<file path="src/hdl/cbpq_ptr_mem.sv">
// Head/tail pointer memory with per-bucket valid bits (unwritten reads as zero).
module cbpq_ptr_mem #(
  parameter int unsigned KW = 7,
  parameter int unsigned PW = 5
) (
  input  logic            clk_i,
  input  logic            rst_ni,
  input  logic            re_i,
  input  logic [KW-1:0]   raddr_i,
  input  logic            we_i,
  input  logic [KW-1:0]   waddr_i,
  input  logic [2*PW-1:0] wdata_i,
  output logic [2*PW-1:0] rdata_o
);
  localparam int unsigned DEPTH = 1 << KW;

  logic [2*PW-1:0] mem [DEPTH];
  logic [DEPTH-1:0] vld_q;
  logic [2*PW-1:0] rd_q;
  logic            rvld_q;

  always_ff @(posedge clk_i) begin
    if (we_i) begin
      mem[waddr_i] <= wdata_i;
    end
    if (re_i) begin
      rd_q <= mem[raddr_i];
    end
  end

  always_ff @(posedge clk_i or negedge rst_ni) begin
    if (!rst_ni) begin
      vld_q  <= '0;
      rvld_q <= 1'b0;
    end else begin
      if (we_i) begin
        vld_q[waddr_i] <= 1'b1;
      end
      if (re_i) begin
        rvld_q <= vld_q[raddr_i];
      end
    end
  end

  assign rdata_o = rvld_q ? rd_q : '0;
endmodule

</file>
<file path="config.mk">
export PLATFORM = sky130hd
export DESIGN_NAME = cbpq_ptr_mem
export DESIGN_NICKNAME = d
export VERILOG_FILES = /design/src/hdl/cbpq_ptr_mem.sv
export SDC_FILE = /design/constraint.sdc
export NUM_CORES = 1
export LEC_CHECK = 0
export ABC_CLOCK_PERIOD_IN_PS = 2840
export BUFFER_PORTS_ARGS = -buffer_cell sky130_fd_sc_hd__buf_4
export CORE_MARGIN = 2
export CORE_UTILIZATION = 63
export DETAILED_ROUTE_END_ITERATION = 10
export HOLD_SLACK_MARGIN = 0.02
export PLACE_DENSITY = 0.9
export SKIP_CTS_REPAIR_TIMING = 1
export SYNTH_ARGS = -nofsm -noshare
export SYNTH_HDL_FRONTEND = slang
export SYNTH_SLANG_ARGS = --single-unit
</file>
<file path="constraint.sdc">
create_clock -name clk_i -period 2.84 [get_ports clk_i]
set_input_delay 0.426 -clock clk_i [delete_from_list [all_inputs] [get_ports clk_i]]
set_output_delay 0.426 -clock clk_i [all_outputs]
set_load 0.005 [all_outputs]
</file>
Word level (Yosys, flattened, before mapping)
Memory sizes are Yosys's and may differ from the RTL's. A register that Yosys moved wholly into a read port is not among the register bits.
Index checks and enable logic that the tools add are counted.
W data, S select, Z words.
{ "op_classes": {"n_reduce_logical": 1, "bitwise_logic": 1, "muxes": 7, "order_cmp": 3} }
{ "ops": {"columns": ["op", "count"], "rows": [
  ["$or A128 B128 Y128", 1],
  ["$lt A7 B8 Y1 const B", 2],
  ["$mux W10", 1],
  ["$bmux W1 S7", 1],
  ["$demux W1 S7", 1],
  ["$ge A7 B1 Y1 const B", 1],
  ["$mux W1", 4],
  ["$logic_and A1 B1 Y1", 1]
]} }
{ "word_totals": {"elab_cells": 15, "mem_count": 1, "mem_bits_rw": 1280, "input_bits": 28, "out_inout_bits": 10, "reg_bits": 129} }
{ "memory_table": {"columns": ["name", "words", "width", "read_ports", "rd_ports_with_merged_regs", "write_ports", "line_no", "source"], "rows": [
  ["mem", 128, 10, 1, 1, 1, "17", "logic [2*PW-1:0] mem [DEPTH];"]
]} }

Longest topological paths before layout
{ "depth": {"ltp_word": 5, "depth_mapped": 12, "ltp_nobuf": 6} }

Worst setup path before layout
No wires, ideal clock.
{ "synth_timing": {"path_type": "input port to flip-flop", "start": "input raddr_i[0]", "end": "register rd_q[0], read port of mem (data pin)", "path_stages": 7, "path_slack_ns": -0.099, "setup_ns": 0.265, "arrival_time_ns": 2.674, "t_required_ns": 2.575, "n_path_buf": 2, "cell_sequence": "buf_4 > clkbuf_1 > mux4_2 > mux4_2 > mux4_2 > nor2b_1 > a21oi_1"} }
{ "synth_rtl": {"columns": ["item", "line_no", "source"], "rows": [
  ["start: declaration", "9", "input logic [KW-1:0] raddr_i,"],
  ["end: declaration", "19", "logic [2*PW-1:0] rd_q;"]
]} }

==> run metrics <==
clock transition time at the flip-flop clock pins of the worst setup and hold paths 60 ps; final cell utilization of the core 72.8%; Most common cell on crit path mux4_2; hold slack 67.9 ps; DPL Wire Length 87200 microns; residual antenna-violating net count after detailed routing 0; critical-path cell list mux4_2 > mux4_2 > mux4_2 > nor2b_1 > a21oi_1; endpoint arrival time on the critical path 3260 ps; clock period minus worst slack 2790 ps; final slew viol count 0; CTS tree done; Maximum Capacitance Violations 0; starting utilization of the core area 63.4%; Seq cells post-synth 1419; Row Count 108; minimum setup slack in the final design 50.5 ps; most area-hungry cell type in the Yosys netlist edfxtp_1; unique cell type count in the Yosys netlist 39; FF+latch area 42000 sq um; area fraction of the dominant cell type after synthesis 70.7%; drt pass-1 iters 7; clock root buffer clkbuf_16; kind of start point of the critical path flip-flop; synth top area cells edfxtp_1, mux4_2, dfrtp_1; TritonCTS sink count 1419; overall fraction of global-route tracks in use 34.4%; number of inserted filler cells in the final layout 4348; via count of the first global-routing pass 29800; cell count after synthesis 2415; Die X 299 microns; period utilisation layout 98.2%; global-route wire length before repair 215000 microns; power per unit of standard cell area 701 nW/um^2; initial antenna violation count 7; remaining routing DRC violations 0; Std-Cell Core Area 86500 sq um; Max Freq 358 MHz; Mean Syn Cell Area 22.7 sq um; required time reported for the critical path endpoint 3310 ps; total die area 89400 sq um; H-tree depth reported by CTS 4; RSZ-0062 raised after global routing no; Max Clock Skew 25.5 ps; yosys synthesis warning count 0; vertical die dimension 299 microns; worst setup slack before clock tree synthesis -570 ps; DRC marker count from the first detailed-route iteration 5023; maximum number of buffers from clock root to sink 3; final routed wire length divided by cell count 37.3 microns; multi-input gate area in the final layout 12200 sq um; worst-margin pin slew 1140 ps; total CTS buffers 137; capturing element type of the critical path flip-flop; relative max-transition margin 23.9%; Setup CP Type flip-flop to flip-flop; average vias per placed instance 7.17; Total Nets Final 2759; I/O pin cnt 38; maximum fanout count along the critical path 2; status finished clean; slowest cell on the critical path mux4_2; worst min-delay path class primary input to flip-flop; largest net degree at the start of global routing 129; fraction of final layout cells with drive strength greater than 1 37.1%; port bufs 37; maximum ir drop on the vdd rail 0.675 mV; Final setup violation count 0; part of the Yosys area used for sequential elements 76.6%; Lkg Pwr 21.2 nW; Syn Std Cell Area 54800 sq um; total congestion overflow after global routing 0; insertion delay to the later sink of the worst-skew pair 750 ps; P&R area growth vs syn 14.9%; routed via count 28700; final-report hold violation count 0; routability congestion estimate 0.883; delay of the slowest cell on the worst path 590 ps; Net Count, Synth 2443; wire length reported by the detailed router 149000 microns
-- layer usage --
layer	wire length, microns	vias to the layer above	track usage (%)
met5	39	-	0
met4	9350	6	17.7
met3	17800	569	8.06
met2	75000	2758	56.7
met1	47200	14700	43.5
li1	-	10700	-
-- stage by stage --
step                TNS, ps  std cells  total power, mW  cell area, sq um
floorplan                 0       2415             25.1             54800
global placement      -3260       3746             26.2             58600
detailed placement    -4040       3746             26.4             58600
CTS                       0       3995             44.2             62900
global route              0       3996             45.0             63000
finish                    0       4002             44.1             63000
-- synthesized netlist by cell type (all sizes together) --
library cell  instances
or2                 128
a21o                  1
a21oi                10
nand4                 5
and4b                 1
edfxtp             1290
and2                 11
or3b                  1
nand4b                1
or3                   2
mux2                  4
buf                  62
mux2i                32
a22oi                11
a2111oi               1
dfrtp               129
o22ai                 9
clkbuf               64
a31oi                 2
a211oi                4
nor3b                 1
nand3                11
o221ai                6
nor2b                19
inv                   5
a2bb2oi               1
a311oi               10
nor2                136
o21ai                 1
a221oi                1
a211o                 1
nand3b                5
nand2                18
mux4                429
nand2b                3
-- placed cells by master (no fill, tap or decap), types with 11 or more instances in the layout --
master        n
clkbuf_16   140
clkbuf_8     14
dfrtp_1     129
a22oi_1      11
mux2i_1      32
nor2_1      136
mux4_2      429
clkinv_1     16
buf_12       53
nand2_1      18
nand3_1      11
clkbuf_1     43
edfxtp_1   1290
buf_4       246
clkinv_2     15
and2_1       11
or2_2       128
nor2b_1      19
-- logic make-up after synthesis --
family	count (synthesis)	synth area share, %
buffers and inverters	131	1.16
multiplexers	465	18.3
flip-flops	1419	76.6
AO/OA/AOI/OAI	58	0.765
AND/OR/NAND/NOR	342	3.21
-- path summary, 6_finish.rpt --
check,start,to,slack [ps],depth (start not counted)
worst min-delay path,re_i,rd_q[9],70,1
max in group asynchronous,rst_ni,vld_q[45],1720,3
worst min register to register,vld_q[92],vld_q[92],460,1
worst max register to register,mem[58][4],rd_q[4],50,5
min in group asynchronous,rst_ni,vld_q[70],250,2
worst max-delay path,mem[58][4],rd_q[4],50,5
-- power breakdown --
| part | switching (mW) | internal [mW] |
|---|---|---|
| registers | 0.206 | 23.1 |
| logic | 1.60 | 1.24 |
| clock network | 7.75 | 10.2 |
-- cell type report --
type / instances / share of cell area, %
tap: 1155 / 2.29
inverter: 5 / 0.0298
multi-input combinational: 865 / 19.4
timing repair buffer: 303 / 4.70
clock inverter: 52 / 0.809
antenna: 6 / 0.0238
clock buffer: 197 / 6.13
sequential: 1419 / 66.6
-- state kept, by name, summed over array words and instances (netlist names) --
| signal | count |
|---|---|
| mem | 1280 |
| rd_q | 10 |
| rvld_q | 1 |
| vld_q | 128 |
-- critical path, delay by kind of cell (launching register included) --
family	cells	cell delay (ps)
simple gates	1	330
compound gates	1	70
mux	3	1700
flops	1	410
Power figures use the tool's default switching activity.
